[config.mk]
export PLATFORM = sky130hd
export DESIGN_NAME = ldc_dist_unit
export DESIGN_NICKNAME = d
export VERILOG_FILES = /design/src/rtl/ldc_pkg.sv /design/src/rtl/ldc_dist_unit.sv
export SDC_FILE = /design/constraint.sdc
export NUM_CORES = 2
export LEC_CHECK = 0
export ABC_AREA = 1
export BUFFER_PORTS_ARGS = -buffer_cell sky130_fd_sc_hd__buf_4
export CAP_MARGIN = 20
export CORE_AREA = 2 2 351 353
export DETAILED_ROUTE_END_ITERATION = 16
export DIE_AREA = 0 0 353 355
export PLACE_DENSITY = 0.49
export SYNTH_ARGS = -nofsm -noshare
export SYNTH_HDL_FRONTEND = slang
export SYNTH_SLANG_ARGS = --single-unit
[constraint.sdc]
create_clock -name clk -period 18.4 [get_ports clk]
set_clock_uncertainty 0.2 [all_clocks]
set_input_delay 0 -clock clk [delete_from_list [all_inputs] [get_ports clk]]
set_output_delay 0 -clock clk [all_outputs]
set_load 0.05 [all_outputs]
[src/rtl/ldc_pkg.sv]
// ldc_pkg: shared types and constants of the light distance culler
// used by ldc_dist_unit and light_distance_culler_unit; no dependencies
`timescale 1ns / 1ps

package ldc_pkg;

  // fixed field widths of the stream and register interface
  localparam int RAD_W      = 23;
  localparam int PCFG_W     = 9;
  localparam int SCFG_W     = 6;
  localparam int SLOT_W     = 8;
  localparam int KIDX_W     = 8;
  localparam int CMD_W      = 3;
  localparam int OUT_W      = 24;
  localparam int CFG_ADDR_W = 5;
  localparam int CFG_DATA_W = 32;

  // register reset values
  localparam logic [RAD_W-1:0]  RADIUS_RST    = 23'd2048;
  localparam logic [PCFG_W-1:0] MAX_POINT_RST = 9'd256;
  localparam logic [SCFG_W-1:0] MAX_SPOT_RST  = 6'd32;

  typedef enum logic [2:0] {
    CMD_WR_POINT = 3'd0,
    CMD_WR_SPOT  = 3'd1,
    CMD_CULL     = 3'd2,
    CMD_RD_POINT = 3'd3,
    CMD_RD_SPOT  = 3'd4
  } ldc_cmd_t;

  typedef enum logic [2:0] {
    REG_CULL_RADIUS = 3'd0,
    REG_POINT_COUNT = 3'd1,
    REG_SPOT_COUNT  = 3'd2,
    REG_MAX_POINT   = 3'd3,
    REG_MAX_SPOT    = 3'd4
  } ldc_reg_t;

  // control tag that travels with each operation through the distance unit
  typedef struct packed {
    logic valid;
    logic first;    // first axis of a light, clears the accumulator
    logic last;     // last axis of a light, sum is complete
    logic load_r2;  // operation squares the cull radius
    logic spot;     // spot light, else point light
  } ldc_ctl_t;

  // keep decision handed back to the sequencer
  typedef struct packed {
    logic valid;
    logic spot;
    logic keep;
  } ldc_dec_t;

endpackage

[src/rtl/ldc_dist_unit.sv]
// ldc_dist_unit: shared subtract, square and accumulate unit of the culler
// one axis difference per cycle, three register stages; uses ldc_pkg
`timescale 1ns / 1ps

module ldc_dist_unit #(
  parameter int OP_W  = 24,
  parameter int IDX_W = 8
) (
  input  logic                   clk,
  input  logic                   rst_n,
  input  ldc_pkg::ldc_ctl_t      op_ctl,
  input  logic [IDX_W-1:0]       op_idx,
  input  logic signed [OP_W-1:0] op_a,
  input  logic signed [OP_W-1:0] op_b,
  output ldc_pkg::ldc_dec_t      dec,
  output logic [IDX_W-1:0]       dec_idx,
  output logic                   busy
);
  import ldc_pkg::*;

  localparam int PROD_W = 2 * OP_W;
  localparam int ACC_W  = PROD_W + 2;

  logic signed [OP_W:0]   diff;
  logic [OP_W-1:0]        mag;
  logic [ACC_W-1:0]       acc_nxt;

  ldc_ctl_t               tag_a_r, tag_b_r, tag_c_r;
  logic [IDX_W-1:0]       idx_a_r, idx_b_r, idx_c_r;
  logic [OP_W-1:0]        mag_r;
  logic [PROD_W-1:0]      prod_r;
  logic [ACC_W-1:0]       acc_r;
  logic [ACC_W-1:0]       r2_r;

  // |a - b| always fits in OP_W bits
  always_comb begin
    diff = (OP_W+1)'(op_a) - (OP_W+1)'(op_b);
    mag  = diff[OP_W] ? OP_W'(-diff) : OP_W'(diff);
  end

  assign acc_nxt = tag_b_r.first ? ACC_W'(prod_r) : acc_r + ACC_W'(prod_r);

  always_ff @(posedge clk) begin
    if (!rst_n) begin
      tag_a_r <= '0;
      tag_b_r <= '0;
      tag_c_r <= '0;
    end else begin
      tag_a_r <= op_ctl;
      tag_b_r <= tag_a_r;
      tag_c_r <= tag_b_r;
    end
  end

  always_ff @(posedge clk) begin
    idx_a_r <= op_idx;
    idx_b_r <= idx_a_r;
    idx_c_r <= idx_b_r;
    mag_r   <= mag;
    prod_r  <= mag_r * mag_r;
    if (tag_b_r.valid) begin
      acc_r <= acc_nxt;
    end
    if (tag_c_r.valid && tag_c_r.last && tag_c_r.load_r2) begin
      r2_r <= acc_r;
    end
  end

  always_comb begin
    dec.valid = tag_c_r.valid && tag_c_r.last && !tag_c_r.load_r2;
    dec.spot  = tag_c_r.spot;
    dec.keep  = (acc_r <= r2_r);
  end

  assign dec_idx = idx_c_r;
  assign busy    = tag_a_r.valid || tag_b_r.valid || tag_c_r.valid;

endmodule

==> results by group <==
Worst setup path
  • Kind of end point of the critical path: register
  • Reg-to-reg setup timing slack: 10.70 ns
  • Worst EP required: 18.71 ns
  • Reg2reg path depth: 21
  • Crit path launch type: register
  • Crit path kind: reg -> reg
  • RR Startpoint: mag_r[18]
  • R2r endpoint: prod_r[34]
  • Critical path data arrival time: 8.01 ns
  • Critical Path Fanout Max: 24

Route
  • Vias: 24100
  • WL per Instance: 14.8 um
  • Top Metal Used: met4
  • DRC: 0
  • Antenna-violating nets left: 0
  • First-pass DRT Iterations: 5
  • M1 WL: 40.3 mm
  • DR vias/cell: 4.22
  • Metal3 WL: 2.89 mm
  • Routed wire length: 84.5 mm
  • Initial DRC Count: 1293
  • Routed wl met2: 39.7 mm

STA
  • Fin. max-slew vios: 0
  • Max-slew headroom: 27.1%
  • Maximum clock rate: 0.130 GHz
  • Setup slack after layout: 10.70 ns
  • Worst Tran Pin Value: 1.09 ns
  • Hold Vio Cnt, Final: 0
  • Hold WS: 0.0432 ns
  • RSZ-0062 raised after global routing: no
  • Final Setup Violations: 0
  • Fin crit period: 7.70 ns
  • Sum Neg Setup Slack: 0 ns
  • Final worst-path cycle share: 41.8%

Global routing
  • Number of global-route vias before repair: 25400
  • Total track usage: 13.7%
  • Largest net degree at the start of global routing: 54
  • Initial antenna violation count: 0
  • Grt ovf: 0
  • Global-route wire length before repair: 137 mm

Clock tree
  • CTS tree: built
  • Cts bufs inserted: 27
  • Worst skew pair latency: 0.59 ns
  • Max Buffers Root-to-Sink: 3
  • Worst-path clk slew: 0.06 ns
  • PostCTS Resize Cnt: 0
  • TritonCTS Sinks: 209
  • Root Buffer: clkbuf_16
  • CTS H-tree lvls: 1

Yosys
  • Post-synth EDFFs: 100
  • Top cell type's share of synthesized area: 28.1%
  • Synthesis-stage register bit count: 209
  • Synth cell types: 48
  • Syn Area/Cell: 7.70 um2
  • Top cells by area, synth: fa_1 (28%), inv_1 (13%), ha_1 (12%)
  • Synth Net Count: 4716
  • Largest area contributor in the netlist: fa_1
  • Post-synth ARST share: 0%
  • Synth Cell Area: 30200 um2
  • Most instantiated library cell after synthesis: inv_1
  • Sequential area share after synthesis: 17.1%
  • Cells after Synth: 3927
  • Synth cell count leaders: inv_1 (1065), nand2_1 (874), fa_1 (425), ha_1 (301), nor2_1 (266)
  • YS warnings: 0
  • Dominant synthesized flop cell: dfxtp_1

Min path
  • Hold Crit Class: in -> reg
  • Hold path start: op_b[6]
  • WHS Endpoint: mag_r[6]
  • Worst Hold Depth: 7

Floorplan
  • Die W: 353 um
  • Die height: 355 um
  • Core box area: 121000 um2
  • # IOs: 75
  • Die ar.: 125000 um2
  • Initial core utilization: 24.9%
  • FP Rows: 128

Cells and area
  • Layout Nets: 4867
  • Fillers: 13400
  • N_diodes: 0
  • Layout cell share with drive strength beyond 1: 4.95%
  • Area growth syn-to-layout: 14.3%

Placed design
  • Routability cong.: 0.926
  • Port Buf Inserts: 74
  • Dpl ws: 10.70 ns
  • Hpwl dp: 70.2 mm

Status
  • Status: finished, final reports clean

Run
  • Max_cap viols: 0
## how the worst max path moves through the flow
stage,from,endpoint,slack [ns],depth (start not counted)
after global routing,mag_r[18],prod_r[34],10.31,21
after floorplan,mag_r[14],prod_r[35],12.01,25
final,mag_r[18],prod_r[34],10.70,21
after CTS,mag_r[18],prod_r[34],10.67,21
after detailed placement,mag_r[18],prod_r[34],10.70,21
after global placement,mag_r[0],prod_r[34],10.67,21
## critical path, cell delays in order (launching register included)
cell and delay, ns:
dfxtp_1 1.03, nand2_1 0.21, fa_1 0.64, inv_1 0.07, fa_1 0.52, inv_1 0.07
fa_1 0.53, inv_1 0.05, fa_1 0.48, fa_1 0.54, fa_1 0.50, inv_1 0.05
fa_1 0.53, inv_1 0.06, ha_1 0.39, nand2_1 0.12, nor2_1 0.20, nand2_1 0.11
nor4_1 0.64, a21oi_1 0.26, o21bai_1 0.22, xor2_1 0.19
## registers in the layout (all words and copies together) (netlist names), 3 cells and up
register / flops
tag_b_r: 5
idx_a_r: 8
mag_r: 24
tag_c_r: 3
r2_r: 50
tag_a_r: 5
dec_idx: 8
idx_b_r: 8
acc_r: 50
prod_r: 47
## repair_timing
action | CTS | global route
hold buffers | 90 | 0
hold endpoints to repair | 46 | 0
buffers inserted | 0 | 0
setup endpoints to repair | 0 | 0
## layout by cell type, fill, tap and decap left out, drive strengths merged, types with 34 or more instances in the layout
| cell | netlist | final |
|---|---|---|
| nor2 | 280 | 280 |
| nand2 | 892 | 892 |
| a21oi | 174 | 174 |
| inv | 1071 | 1074 |
| o21ai | 123 | 123 |
| edfxtp | 100 | 100 |
| fa | 425 | 425 |
| dlygate4sd3 | 0 | 90 |
| buf | 4 | 97 |
| xor2 | 45 | 45 |
| clkbuf | 61 | 39 |
| ha | 301 | 301 |
| nand3 | 151 | 151 |
| dfxtp | 109 | 109 |
| nand4 | 34 | 34 |
## cell type report
type,count,area (um2),area share (%)
clock buffer,39,793,2.30
clock inverter,11,100,0.290
inverter,1073,4030,11.7
multi-input combinational,2580,20800,60.1
sequential,209,5190,15.0
tap,1625,2030,5.88
timing repair buffer,187,1660,4.81
## metrics by stage
| step | utilization (%) | area, um2 | cells |
|---|---|---|---|
| 6_report | 28.5 | 34600 | 5724 |
| 4_1_cts | 28.4 | 34500 | 5721 |
| 3_3_place_gp | 26.9 | 32700 | 5581 |
| 3_5_place_dp | 26.9 | 32700 | 5581 |
| 5_1_grt | 28.5 | 34600 | 5724 |
| 2_1_floorplan | - | 30200 | 3927 |
## per-layer routing
metal	vias up	track usage, %
met1	11500	18.7
met5	-	0
met4	0	2.52
li1	12100	-
met3	89	1.37
met2	402	23.5
## kinds of logic (layout without fill, tap and decap cells)
logic type               count (synthesis)  after routing  synth area share [%]
adder cells (fa/ha/maj)                726            726                  40.6
XOR/XNOR                                70             70                  2.03
buffers and inverters                 1138           1310                  14.2
AND/OR/NAND/NOR                       1418           1418                  19.3
flip-flops                             209            209                  17.1
AO/OA/AOI/OAI                          366            366                  6.70
Power is left out: the tool's default activity adds up to more than one toggle a clock period on the data nets, which glitch-free logic cannot reach.
